`src/rtl/vrd_pkg.sv`:
```
// Shared types and constants for the VVC RTP depacketiser.
// Used by the front end, the command queue, the back end and the top level.
package vrd_pkg;

    localparam int CFG_IDX_W  = 1;
    localparam int CFG_DATA_W = 5;

    localparam logic [CFG_IDX_W-1:0] CFG_FU_TYPE = 1'd0;
    localparam logic [CFG_IDX_W-1:0] CFG_LATE_EN = 1'd1;

    localparam logic [4:0] FU_TYPE_RESET = 5'd29;

    typedef enum logic [1:0] {
        ST_OK   = 2'd0,
        ST_GAP  = 2'd1,
        ST_LATE = 2'd2,
        ST_MALF = 2'd3
    } t_status;

    // One request from the front end: the results one payload byte causes.
    typedef struct packed {
        logic       abort;
        t_status    status;
        logic       start;
        logic [7:0] hdr0;
        logic       data_en;
        logic [7:0] data;
        logic       data_end;
        logic       end_mark;
    } t_cmd;

endpackage

```
`src/rtl/vrd_front.sv`:
```
// Front end of the VVC RTP depacketiser: packet parsing, sequence checks and
// configuration registers. Emits at most one request per payload byte. Uses vrd_pkg.
module vrd_front (
    input  logic                          i_clk,
    input  logic                          i_rst_n,
    input  logic                          i_accept,
    input  logic [7:0]                    i_byte,
    input  logic                          i_first,
    input  logic                          i_last,
    input  logic [15:0]                   i_seq,
    input  logic                          i_cfg_we,
    input  logic [vrd_pkg::CFG_IDX_W-1:0] i_cfg_idx,
    input  logic [vrd_pkg::CFG_DATA_W-1:0] i_cfg_data,
    output logic                          o_push,
    output vrd_pkg::t_cmd                 o_cmd
);
    import vrd_pkg::*;

    typedef enum logic [1:0] {
        MODE_IDLE   = 2'd0,
        MODE_SINGLE = 2'd1,
        MODE_FRAG   = 2'd2,
        MODE_DROP   = 2'd3
    } t_mode;

    logic [4:0]  r_fu_type;
    logic        r_late_en;
    logic [15:0] r_last_seq, n_last_seq;
    logic        r_seq_seen, n_seq_seen;
    logic [1:0]  r_byte_pos, n_byte_pos;
    logic [7:0]  r_hdr0, n_hdr0;
    logic [2:0]  r_tid, n_tid;
    t_mode       r_mode, n_mode;
    logic        r_nal_open, n_nal_open;
    logic        r_eou, n_eou;

    logic [15:0] diff;
    logic        late;
    logic        gap;
    logic        fu_s;
    logic        fu_e;
    t_cmd        cmd;

    assign diff = i_seq - r_last_seq;
    assign late = r_seq_seen && r_late_en && diff[15];
    assign gap  = r_seq_seen && (diff >= 16'd2) && !diff[15];
    assign fu_s = i_byte[7];
    assign fu_e = i_byte[6];

    always_comb begin
        n_last_seq = r_last_seq;
        n_seq_seen = r_seq_seen;
        n_byte_pos = r_byte_pos;
        n_hdr0     = r_hdr0;
        n_tid      = r_tid;
        n_mode     = r_mode;
        n_nal_open = r_nal_open;
        n_eou      = r_eou;
        cmd        = '0;
        cmd.status = ST_OK;
        cmd.hdr0   = r_hdr0;
        cmd.data   = i_byte;

        if (i_first) begin
            if ((r_mode == MODE_SINGLE && r_byte_pos >= 2'd2) ||
                (r_mode == MODE_FRAG && r_nal_open)) begin
                cmd.abort  = 1'b1;
                n_nal_open = 1'b0;
            end
            n_mode     = MODE_IDLE;
            n_byte_pos = 2'd0;
            n_eou      = 1'b0;
            if (late) begin
                cmd.status = ST_LATE;
                n_mode     = i_last ? MODE_IDLE : MODE_DROP;
            end else begin
                n_last_seq = i_seq;
                n_seq_seen = 1'b1;
                if (i_byte[7:6] != 2'b00 || i_last) begin
                    cmd.status = ST_MALF;
                    n_mode     = i_last ? MODE_IDLE : MODE_DROP;
                end else begin
                    if (gap) begin
                        cmd.status = ST_GAP;
                    end
                    n_hdr0     = i_byte;
                    n_mode     = MODE_SINGLE;
                    n_byte_pos = 2'd1;
                end
            end
        end else begin
            unique case (r_mode)
                MODE_IDLE: begin
                end
                MODE_DROP: begin
                    if (i_last) begin
                        n_mode = MODE_IDLE;
                    end
                end
                MODE_SINGLE: begin
                    if (r_byte_pos <= 2'd1) begin
                        n_tid = i_byte[2:0];
                        if (i_byte[7:3] == r_fu_type) begin
                            if (i_last) begin
                                cmd.status = ST_MALF;
                                n_mode     = MODE_IDLE;
                            end else begin
                                n_mode     = MODE_FRAG;
                                n_byte_pos = 2'd2;
                            end
                        end else begin
                            cmd.abort     = r_nal_open;
                            n_nal_open    = 1'b0;
                            cmd.start     = 1'b1;
                            cmd.data_en   = 1'b1;
                            cmd.data_end  = i_last;
                            n_byte_pos    = 2'd2;
                            if (i_last) begin
                                n_mode = MODE_IDLE;
                            end
                        end
                    end else begin
                        cmd.data_en  = 1'b1;
                        cmd.data_end = i_last;
                        if (i_last) begin
                            n_mode = MODE_IDLE;
                        end
                        if (r_byte_pos != 2'd3) begin
                            n_byte_pos = r_byte_pos + 2'd1;
                        end
                    end
                end
                MODE_FRAG: begin
                    if (r_byte_pos <= 2'd2) begin
                        if (!fu_s && !r_nal_open) begin
                            cmd.status = ST_MALF;
                            n_mode     = i_last ? MODE_IDLE : MODE_DROP;
                        end else begin
                            if (fu_s) begin
                                cmd.abort    = r_nal_open;
                                cmd.start    = 1'b1;
                                cmd.data_en  = 1'b1;
                                cmd.data     = {i_byte[4:0], r_tid};
                                cmd.data_end = fu_e && i_last;
                                n_nal_open   = !(fu_e && i_last);
                            end else if (fu_e && i_last) begin
                                cmd.end_mark = 1'b1;
                                n_nal_open   = 1'b0;
                            end
                            n_eou      = fu_e;
                            n_byte_pos = 2'd3;
                            if (i_last) begin
                                n_mode = MODE_IDLE;
                            end
                        end
                    end else begin
                        if (r_nal_open) begin
                            cmd.data_en  = 1'b1;
                            cmd.data_end = i_last && r_eou;
                            if (i_last && r_eou) begin
                                n_nal_open = 1'b0;
                            end
                        end
                        if (i_last) begin
                            n_mode = MODE_IDLE;
                        end
                    end
                end
                default: begin
                end
            endcase
        end
    end

    assign o_cmd  = cmd;
    assign o_push = i_accept && (cmd.abort || (cmd.status != ST_OK) || cmd.start ||
                                 cmd.data_en || cmd.end_mark);

    always_ff @(posedge i_clk) begin
        if (!i_rst_n) begin
            r_fu_type  <= FU_TYPE_RESET;
            r_late_en  <= 1'b1;
            r_last_seq <= '0;
            r_seq_seen <= 1'b0;
            r_byte_pos <= '0;
            r_hdr0     <= '0;
            r_tid      <= '0;
            r_mode     <= MODE_IDLE;
            r_nal_open <= 1'b0;
            r_eou      <= 1'b0;
        end else begin
            if (i_cfg_we) begin
                unique case (i_cfg_idx)
                    CFG_FU_TYPE: r_fu_type <= i_cfg_data[4:0];
                    CFG_LATE_EN: r_late_en <= i_cfg_data[0];
                    default: begin
                    end
                endcase
            end
            if (i_accept) begin
                r_last_seq <= n_last_seq;
                r_seq_seen <= n_seq_seen;
                r_byte_pos <= n_byte_pos;
                r_hdr0     <= n_hdr0;
                r_tid      <= n_tid;
                r_mode     <= n_mode;
                r_nal_open <= n_nal_open;
                r_eou      <= n_eou;
            end
        end
    end

endmodule

```
`src/rtl/vrd_cmd_fifo.sv`:
```
// Request queue between the front and back ends of the VVC RTP depacketiser.
// Register-based FIFO of vrd_pkg::t_cmd entries.
module vrd_cmd_fifo #(
    parameter int DEPTH = 4
) (
    input  logic          i_clk,
    input  logic          i_rst_n,
    input  logic          i_push,
    input  vrd_pkg::t_cmd i_data,
    output logic          o_ready,
    output logic          o_valid,
    output vrd_pkg::t_cmd o_data,
    input  logic          i_pop
);
    import vrd_pkg::*;

    localparam int AW = (DEPTH > 1) ? $clog2(DEPTH) : 1;
    localparam int CW = $clog2(DEPTH + 1);
    localparam logic [AW-1:0] LAST_PTR = AW'(DEPTH - 1);
    localparam logic [CW-1:0] FULL_CNT = CW'(DEPTH);

    t_cmd          r_mem [DEPTH];
    logic [AW-1:0] r_wr_ptr, r_rd_ptr;
    logic [CW-1:0] r_count;

    assign o_ready = (r_count != FULL_CNT);
    assign o_valid = (r_count != '0);
    assign o_data  = r_mem[r_rd_ptr];

    always_ff @(posedge i_clk) begin
        if (i_push) begin
            r_mem[r_wr_ptr] <= i_data;
        end
    end

    always_ff @(posedge i_clk) begin
        if (!i_rst_n) begin
            r_wr_ptr <= '0;
            r_rd_ptr <= '0;
            r_count  <= '0;
        end else begin
            if (i_push) begin
                r_wr_ptr <= (r_wr_ptr == LAST_PTR) ? '0 : r_wr_ptr + AW'(1);
            end
            if (i_pop) begin
                r_rd_ptr <= (r_rd_ptr == LAST_PTR) ? '0 : r_rd_ptr + AW'(1);
            end
            if (i_push && !i_pop) begin
                r_count <= r_count + CW'(1);
            end else if (!i_push && i_pop) begin
                r_count <= r_count - CW'(1);
            end
        end
    end

    a_count_bound: assert property (@(posedge i_clk) disable iff (!i_rst_n)
        r_count <= FULL_CNT)
        else $error("request queue count beyond depth");

endmodule

```
`src/rtl/vrd_back.sv`:
```
// Back end of the VVC RTP depacketiser: expands queued requests into result
// items, one per cycle while the output is not stalled, through a registered output stage. Uses vrd_pkg.
module vrd_back (
    input  logic          i_clk,
    input  logic          i_rst_n,
    input  logic          i_cmd_valid,
    input  vrd_pkg::t_cmd i_cmd,
    output logic          o_cmd_pop,
    output logic          o_valid,
    input  logic          i_ready,
    output logic [7:0]    o_byte,
    output logic          o_byte_valid,
    output logic          o_nal_begin,
    output logic          o_nal_end,
    output logic          o_nal_abort,
    output logic [1:0]    o_status
);
    import vrd_pkg::*;

    t_cmd       r_cmd;
    logic [7:0] r_mask, n_mask;
    logic       r_valid;
    logic [7:0] r_byte;
    logic       r_byte_valid;
    logic       r_begin;
    logic       r_end;
    logic       r_abort;
    logic [1:0] r_status;

    logic [7:0] sel;
    logic [7:0] rem;
    logic [7:0] new_mask;
    logic       avail;
    logic       adv;
    logic       load;
    logic [7:0] s_byte;

    assign new_mask = {i_cmd.end_mark, i_cmd.data_en, {4{i_cmd.start}},
                       i_cmd.status != ST_OK, i_cmd.abort};
    assign avail    = |r_mask;
    assign sel      = r_mask & (~r_mask + 8'd1);
    assign rem      = r_mask & (r_mask - 8'd1);
    assign adv      = avail && (!r_valid || i_ready);
    assign load     = !avail || (adv && rem == '0);
    assign o_cmd_pop = load && i_cmd_valid;
    assign n_mask   = o_cmd_pop ? new_mask : (adv ? rem : r_mask);

    always_comb begin
        s_byte = '0;
        if (sel[4]) begin
            s_byte = 8'h01;
        end else if (sel[5]) begin
            s_byte = r_cmd.hdr0;
        end else if (sel[6]) begin
            s_byte = r_cmd.data;
        end
    end

    always_ff @(posedge i_clk) begin
        if (o_cmd_pop) begin
            r_cmd <= i_cmd;
        end
        if (adv) begin
            r_byte       <= s_byte;
            r_byte_valid <= |sel[6:2];
            r_begin      <= sel[2];
            r_end        <= sel[7] || (sel[6] && r_cmd.data_end);
            r_abort      <= sel[0];
            r_status     <= sel[1] ? r_cmd.status : ST_OK;
        end
    end

    always_ff @(posedge i_clk) begin
        if (!i_rst_n) begin
            r_mask  <= '0;
            r_valid <= 1'b0;
        end else begin
            r_mask <= n_mask;
            if (adv) begin
                r_valid <= 1'b1;
            end else if (i_ready) begin
                r_valid <= 1'b0;
            end
        end
    end

    assign o_valid      = r_valid;
    assign o_byte       = r_byte;
    assign o_byte_valid = r_byte_valid;
    assign o_nal_begin  = r_begin;
    assign o_nal_end    = r_end;
    assign o_nal_abort  = r_abort;
    assign o_status     = r_status;

    a_marker_zero: assert property (@(posedge i_clk) disable iff (!i_rst_n)
        r_valid && !r_byte_valid |-> r_byte == 8'h00)
        else $error("marker result carries a nonzero byte");

    a_status_marker: assert property (@(posedge i_clk) disable iff (!i_rst_n)
        r_valid && (r_status != ST_OK || r_abort) |-> !r_byte_valid && !r_end)
        else $error("status or abort on a data result");

    a_stall_hold: assert property (@(posedge i_clk) disable iff (!i_rst_n)
        r_valid && !i_ready |=> r_valid && $stable(r_byte))
        else $error("back end advanced while output stalled");

endmodule

```
`src/rtl/vvc_rtp_depacketizer.sv`:
```
// VVC RTP depacketiser top level: RTP payload bytes in, Annex-B stream out.
// Throughput: one payload byte per cycle in while the request queue has room, one
// result per cycle out while the sink is ready; a byte may cause up to 6 results,
// so the single output stage draining the request queue sets the sustained rate.
// Reset: synchronous active low; clears parser state, queue and output, and
// restores the fragment type to 29 and late drop to enabled.
module vvc_rtp_depacketizer #(
    parameter int QUEUE_DEPTH = 4
) (
    input  logic                           i_clk,
    input  logic                           i_rst_n,
    input  logic                           s_axis_tvalid,
    output logic                           s_axis_tready,
    input  logic [23:0]                    s_axis_tdata,  // in_byte, seq_num
    input  logic                           s_axis_tuser,  // packet_first
    input  logic                           s_axis_tlast,
    output logic                           m_axis_tvalid,
    input  logic                           m_axis_tready,
    output logic [7:0]                     m_axis_tdata,  // out_byte
    output logic [4:0]                     m_axis_tuser,  // byte_valid, nal_begin,
                                                          // nal_abort, status
    output logic                           m_axis_tlast,
    input  logic                           i_cfg_we,
    input  logic [vrd_pkg::CFG_IDX_W-1:0]  i_cfg_idx,
    input  logic [vrd_pkg::CFG_DATA_W-1:0] i_cfg_data
);
    import vrd_pkg::*;

    logic accept;
    logic push;
    t_cmd push_cmd;
    logic q_ready;
    logic q_valid;
    t_cmd q_cmd;
    logic pop;
    logic byte_valid;
    logic nal_begin;
    logic nal_abort;
    logic [1:0] status;

    assign s_axis_tready = q_ready;
    assign accept        = s_axis_tvalid && q_ready;

    vrd_front u_front (
        .i_clk      (i_clk),
        .i_rst_n    (i_rst_n),
        .i_accept   (accept),
        .i_byte     (s_axis_tdata[7:0]),
        .i_first    (s_axis_tuser),
        .i_last     (s_axis_tlast),
        .i_seq      (s_axis_tdata[23:8]),
        .i_cfg_we   (i_cfg_we),
        .i_cfg_idx  (i_cfg_idx),
        .i_cfg_data (i_cfg_data),
        .o_push     (push),
        .o_cmd      (push_cmd)
    );

    vrd_cmd_fifo #(
        .DEPTH (QUEUE_DEPTH)
    ) u_queue (
        .i_clk   (i_clk),
        .i_rst_n (i_rst_n),
        .i_push  (push),
        .i_data  (push_cmd),
        .o_ready (q_ready),
        .o_valid (q_valid),
        .o_data  (q_cmd),
        .i_pop   (pop)
    );

    vrd_back u_back (
        .i_clk        (i_clk),
        .i_rst_n      (i_rst_n),
        .i_cmd_valid  (q_valid),
        .i_cmd        (q_cmd),
        .o_cmd_pop    (pop),
        .o_valid      (m_axis_tvalid),
        .i_ready      (m_axis_tready),
        .o_byte       (m_axis_tdata),
        .o_byte_valid (byte_valid),
        .o_nal_begin  (nal_begin),
        .o_nal_end    (m_axis_tlast),
        .o_nal_abort  (nal_abort),
        .o_status     (status)
    );

    assign m_axis_tuser = {status, nal_abort, nal_begin, byte_valid};

endmodule

```
`config.mk`:
```
export PLATFORM = sky130hd
export DESIGN_NAME = vvc_rtp_depacketizer
export DESIGN_NICKNAME = d
export VERILOG_FILES = /design/src/rtl/vrd_pkg.sv /design/src/rtl/vrd_front.sv /design/src/rtl/vrd_cmd_fifo.sv /design/src/rtl/vrd_back.sv /design/src/rtl/vvc_rtp_depacketizer.sv
export SDC_FILE = /design/constraint.sdc
export NUM_CORES = 1
export LEC_CHECK = 0
export ABC_AREA = 1
export BUFFER_PORTS_ARGS = -buffer_cell sky130_fd_sc_hd__buf_2
export CAP_MARGIN = 25
export CORE_MARGIN = 3
export CORE_UTILIZATION = 40
export CTS_CLUSTER_DIAMETER = 120
export DETAILED_ROUTE_END_ITERATION = 7
export PLACE_DENSITY_LB_ADDON = 0.15
export SLEW_MARGIN = 5
export SYNTH_ARGS = -nofsm -noshare
export SYNTH_HDL_FRONTEND = slang
export SYNTH_SLANG_ARGS = --single-unit
```
`constraint.sdc`:
```
create_clock -name i_clk -period 2.9 [get_ports i_clk]
set_input_delay 0.145 -clock i_clk [delete_from_list [all_inputs] [get_ports i_clk]]
set_output_delay 0.145 -clock i_clk [all_outputs]
set_load 0.05 [all_outputs]
```
; ---- Yosys cells after proc, flatten, opt, wreduce, memory -nomap -nowiden
; Memories as Yosys holds them, arrays and structs flattened. A register that Yosys moved wholly into a read port is not among the register bits.
; Index checks and enable logic that the tools add are counted.
[totals]
ram_bits = 92
input_bits = 37
regBits = 89
memories = 1
[mem_list]
columns = name, depth, word_bits, read_ports, rd_ports_with_merged_regs, wr, line
row1 = u_queue.r_mem, 4, 23, 1, 1, 1, vrd_cmd_fifo.sv:22  ; t_cmd r_mem [DEPTH];
[classes]
bitwise = 7
magnitude_cmp = 4
n_addsub = 8
n_mux = 86
n_reduce_logical = 57
eq_ne = 18
[ops]
columns = cell, n
row1 = $mux W2, 27
row2 = $mux W8, 6
row3 = $mux W1, 39
row4 = $mux W11, 2
row5 = $logic_and A1 B1 Y1, 17
row6 = $and A8 B8 Y8, 2
row7 = $ge A16 B2 Y1 const B, 1
row8 = $reduce_bool A2 Y1, 8
row9 = $sub A16 B16 Y16, 1
row10 = $ne A3 B3 Y1 const B, 5
row11 = $reduce_and A4 Y1, 3
row12 = $mux W10, 1
row13 = $ne A5 B5 Y1 const B, 2
row14 = $logic_or A1 B1 Y1, 9
row15 = $mux W3, 3
row16 = $add A8 B1 Y8 const B, 1
row17 = $eq A2 B2 Y1 const B, 4
row18 = $logic_not A1 Y1, 8
row19 = $logic_not A8 Y1, 1
row20 = $mux W4, 2
row21 = $ne A4 B4 Y1 const B, 2
row22 = $not A8 Y8, 1
row23 = $pmux W4 S2, 1
row24 = $reduce_or A8 Y1, 1
row25 = other kinds (22), 33

; ---- Longest topological paths before layout
[logic_depth]
depth_word = 18
mapped_depth = 29
depth_no_buf = 29

; ---- By module
; A second synthesis with hierarchy kept.
[hier_totals]
cells_unflattened = 957
area_unflattened_um2 = 8848.5
[by_module_without_submodules]
columns = mod, area_each_um2, n_inst, cells_per_inst
row1 = vrd_cmd_fifo, 3892.5, 1, 282
row2 = vrd_front, 3208.1, 1, 525
row3 = vrd_back, 1717.9, 1, 145
row4 = vvc_rtp_depacketizer, 30.0, 1, 5

; ---- Worst setup path after synthesis
; Ideal clock, no wire load.
[synth_path]
path_type = reg2reg
start = register u_front.r_last_seq[0]
end = memory u_queue.r_mem[3][0] (netlist bit), enable pin
setup_time_ns = 0.403
setup_slack_ns = -0.254
path_stages_with_launch = 17
t_required_ns = 2.497
arrival_time_ns = 2.752
cell_sequence = dfxtp_1 > ha_1 > fa_1 > inv_1 > nand2_1 > nand3_1 > nand2_1 > a21o_1 > nand3_1 > nor2_1 > nand2_1 > nand2_1 > nand2_1 > nand2_1 > nand2_2 > nand2_4 > nor2_1
[synth_via]
elab_chain_len = 16
word_cells_on_any_way = 18
cone_classes = add/sub (1) / order compare (1) / mux (6) / reduce/logical (10)
[synth_rtl]
columns = item, line
row1 = start: declaration, vrd_front.sv:28  ; logic [15:0] r_last_seq, n_last_seq;
row2 = start signal: assignment, vrd_front.sv:201  ; r_last_seq <= n_last_seq;
row3 = $sub A16 B16 Y16 (*), vrd_front.sv:44  ; assign diff = i_seq - r_last_seq;
row4 = $ge A16 B2 Y1, vrd_front.sv:46  ; assign gap = r_seq_seen && (diff >= 16'd2) && !diff[15];
row5 = $logic_and A1 B1 Y1 (2 in series), vrd_front.sv:46
row6 = $mux W1, vrd_front.sv:83  ; if (gap) begin
row7 = $mux W2, vrd_front.sv:79  ; if (i_byte[7:6] != 2'b00 || i_last) begin
row8 = $mux W2 (*), vrd_front.sv:73  ; if (late) begin
row9 = $mux W3 (*), vrd_front.sv:64  ; if (i_first) begin
row10 = $reduce_bool A2 Y1 (*), vrd_front.sv:176  ; assign o_push = i_accept && (cmd.abort || (cmd.status != ST_OK) || cmd.start ||
row11 = $logic_or A1 B1 Y1 (*) (3 in series), vrd_front.sv:176
row12 = $logic_or A1 B1 Y1 (*), vrd_front.sv:177  ; cmd.data_en || cmd.end_mark);
row13 = $logic_and A1 B1 Y1 (*), vrd_front.sv:176
row14 = $mux W1 (*), vrd_cmd_fifo.sv:31  ; if (i_push) begin
row15 = $mux W1 (not written as such) (*), vrd_cmd_fifo.sv:32  ; r_mem[r_wr_ptr] <= i_data;
row16 = end: declaration, vrd_cmd_fifo.sv:22
; Mark *: on every way between the ends. The rest lies on a longest branch, timed or not.

; ---- Worst setup path after layout
[layout_path]
start = register u_front.r_last_seq[0]
end = register u_queue.r_count[1]
[layout_via]
elab_chain_len = 17
word_cells_on_any_way = 21
cone_classes = add/sub (1) / order compare (1) / mux (5) / reduce/logical (14)
[layout_rtl]
columns = item, line
row1 = $sub A16 B16 Y16 (*), vrd_front.sv:44
row2 = $ge A16 B2 Y1, vrd_front.sv:46
row3 = $logic_and A1 B1 Y1 (2 in series), vrd_front.sv:46
row4 = $mux W1, vrd_front.sv:83
row5 = $mux W2, vrd_front.sv:79
row6 = $mux W2 (*), vrd_front.sv:73
row7 = $mux W3 (*), vrd_front.sv:64
row8 = $reduce_bool A2 Y1 (*), vrd_front.sv:176
row9 = $logic_or A1 B1 Y1 (*) (3 in series), vrd_front.sv:176
row10 = $logic_or A1 B1 Y1 (*), vrd_front.sv:177
row11 = $logic_and A1 B1 Y1 (*), vrd_front.sv:176
row12 = net push, vvc_rtp_depacketizer.sv:30  ; logic push;
row13 = $logic_not A1 Y1, vrd_cmd_fifo.sv:50  ; end else if (!i_push && i_pop) begin
row14 = $logic_and A1 B1 Y1, vrd_cmd_fifo.sv:50
row15 = $reduce_bool A2 Y1 (no source line), --
row16 = end signal: assignment, vrd_cmd_fifo.sv:49  ; r_count <= r_count + CW'(1);
row17 = end signal: assignment, vrd_cmd_fifo.sv:51  ; r_count <= r_count - CW'(1);
row18 = end: declaration, vrd_cmd_fifo.sv:24  ; logic [CW-1:0] r_count;
; The timed path passes the listed nets; every way through them passes the cells marked *.
; A chain may end at the register's enable or synchronous reset.

==> summary.txt <==
Syn Area/Cell: 9.36 um^2
Leakage: 4.25 nW
Slowest CP cell: fa_2
Fillers: 1880
Final ANT Viol Nets: 0
CTS Buf Count: 17
Highest clock rate: 342 MHz
Minimum clock period: 2930 ps
Skew-Pair Late Insertion Delay: 440 ps
Ranking of synthesized cells by area: edfxtp_1 44%, dfxtp_1 14%, nand2_1 6.6%
CTS H-tree lvls: 4
RR Startpoint: u_front.r_last_seq[0]
Worst-path clk slew: 80 ps
Synth top cells by count: 150 x nand2_1, 125 x edfxtp_1, 116 x inv_1
Worst Hold End: u_front.r_last_seq[14]
Status: complete, but fails checks
FF-to-FF End: u_queue.r_count[1]
Wire length of the first global-routing pass: 30100 um
VDD IR-drop max: 444 uV
Die ar.: 23200 um^2
Critical Path End Type: register
Pre-CTS WS: -168 ps
Flop2flop setup slack: -30 ps
Share of cells above drive strength 1: 19.2%
Port bufs: 52
NumNets Final: 1083
Initial DRC count: 315
P_sw: 0.00327 W
CP delay by family, top: adder cells
Hold Crit Class: in2reg
Number of iterations in the first detailed-routing pass: 5
Drt total wl: 18400 um
CP Data Required Time: 3220 ps
RSZ-0062 raised after global routing: true
Hold Path Depth: 3
Clock Skews: 13.7 ps
Buffer and inverter count on the worst path: 2
CP cell instances: ha_4 > fa_2 > a21boi_2 > nand3_1 > nor2_1 > nand2_1 > nor2_1 > nand2_1 > nor2_1 > nand2_1 > nand2_1 > nand2_1 > nand2_2 > nand2_2 > nand2_4 > inv_2 > ha_4 > inv_2 > fa_2 > o21ai_1 > a21oi_1
Max-slew violations: 0
Ys Warns: 0
Synthesized area: 8570 um^2
Detail Placement HPWL: 12600 um
Fin worst setup slack: -25.2 ps
Die H: 152 um
Ys flop type: edfxtp_1
CTS tree: built
Initial antenna violation count: 0
Final core utilization: 50.3%
Hold Vio Cnt, Final: 0
Sequential share of power: 40.5%
Final setup viols: 1
Power Density: 858 nW/um^2
Number of global-route vias before repair: 5894
Reg2reg path depth: 21
Row Count: 52
Sink Count: 183
Area share of the largest cell type after synthesis: 43.8%
CP max stage delay: 510 ps
Asr flop ratio synth: 0%
Hold Crit Start: s_axis_tdata[22]
Seq cells post-synth: 183
Core area: 20600 um^2
Antenna diodes: 0
Routed WL per cell: 14.2 um
Slew at the pin closest to its max-slew limit: 693 ps
Critical path class: reg2reg
Clk root buf: clkbuf_16
Detailed-route via count: 6348
Post-synth top area cell: edfxtp_1
Most used cell, CP: nand2_1
Relative slew slack: 53.8%
Number of synthesized flops with an enable pin: 125
Storage cell area: 4920 um^2
Crit share post-route: 101%
CP Data Arrival Time: 3250 ps
Footprint of the multi-input gates: 3210 um^2
Placer Congestion: 0.912
Clock buffer depth: 2
Ports: 53
Vias per inst: 4.87
Violated checks: setup timing
Gr usage total: 15.9%
Area grow syn2layout: 21.2%
Largest net degree at the start of global routing: 47
Max-cap viol count: 0
Setup crit start kind: register
Initial Util: 41.5%
CP max FO: 2
Clock share of power: 26.3%
Synth cell types: 51
Hold Slack: 16.9 ps
Synth Net Count: 978
TNS Setup: -25.2 ps
Gate Count Post-Synth: 915
Global route total overflow: 0
Sequential area share after synthesis: 57.4%
Internal power: 0.00564 W
Die W: 152 um
Logic gate share of total power: 33.2%
Drt drc: 0
Sw Ratio: 36.7%
Top-count cell post-synth: nand2_1
state kept, by name (all words and copies together), names as in the netlist, 2 cells and up, named ones only:
name                cells
u_front.r_byte_pos      2
u_front.r_mode          2
u_front.r_tid           3
u_front.r_last_seq     16
u_front.r_hdr0          8
u_back.r_cmd           19
u_front.r_fu_type       5
u_queue.r_rd_ptr        2
u_back.o_byte           8
u_queue.r_wr_ptr        2
u_queue.r_mem          92
u_back.o_status         2
u_back.r_mask           8
u_queue.r_count         3
layer usage:
layer	global-route usage [%]	vias up	share of wire (%)
met5	0	-	0
met4	3.60	0	0.73
met3	3.46	9	4.5
met2	24.5	126	44
met1	23.3	2907	50
li1	-	3306	-
power by group through the flow:
stage	clock, W	combinational [W]	sequential [W]
final	0.00234	0.00296	0.00361
after global routing	0.00253	0.00333	0.00366
after CTS	0.00240	0.00292	0.00361
after detailed placement	0	0.00283	0.00367
after global placement	0	0.00282	0.00366
after floorplan	0	0.00176	0.00393
what timing repair did:
item,4_1_cts,5_1_grt
pin swaps,13,13
gates resized for setup,21,14
endpoints found under the hold margin,13,0
endpoints found under the setup margin,3,95
hold buffers,15,0
buffers inserted,2,0
gates cloned,0,2
layout by cell type (no fill, tap or decap), drive strengths merged, types with 3 or more instances in the layout:
master         n
nand3         41
nand2        164
nand3b         7
o211ai         3
clkinv        10
a22o           8
nor3           9
a21oi         56
edfxtp       125
dlygate4sd3   15
buf           98
clkbuf        18
nor2         111
xor2           4
inv          129
o22ai         22
nor3b          3
dfxtp         58
a211oi         6
o21ai        101
ha            24
worst max path at each step:
stage          slack, ps  cells past startpoint             endpoint             startpoint
6_report             -30                     21   u_queue.r_count[1]  u_front.r_last_seq[0]
5_1_grt             -340                     25   u_queue.r_count[2]  u_front.r_last_seq[0]
4_1_cts             -100                     21   u_queue.r_count[1]  u_front.r_last_seq[0]
3_5_place_dp        -170                     23   u_queue.r_count[1]  u_front.r_last_seq[0]
3_3_place_gp        -120                     23   u_queue.r_count[1]  u_front.r_last_seq[0]
2_1_floorplan       -250                     16  u_queue.r_mem[3][0]  u_front.r_last_seq[0]
worst min-delay path: stages:
cell,delay (ps)
buf_2,90
o21ai_0,80
a21oi_1,110
cell type report:
class / instances / area share (%)
Clock buffer: 17 / 4.10
Clock inverter: 15 / 1.74
Inverter: 126 / 4.63
Multi-Input combinational cell: 578 / 30.9
Sequential cell: 183 / 47.4
Tap cell: 270 / 3.25
Timing Repair Buffer: 114 / 8.04
cell families after synthesis:
group,Yosys count,share of synthesized area [%]
flip-flops,183,57.4
adder cells (fa/ha/maj),26,3.97
buffers and inverters,154,7.38
AND/OR/NAND/NOR,339,17.2
AO/OA/AOI/OAI,208,13.6
XOR/XNOR,5,0.511
through the flow:
step / instances / power [W] / instance area (um^2)
global route: 1303 / 0.00951 / 10400
CTS: 1301 / 0.00894 / 10300
detailed placement: 1252 / 0.00650 / 9400
finish: 1303 / 0.00891 / 10400
global placement: 1252 / 0.00648 / 9400
floorplan: 915 / 0.00569 / 8570
Power figures use the tool's default switching activity.
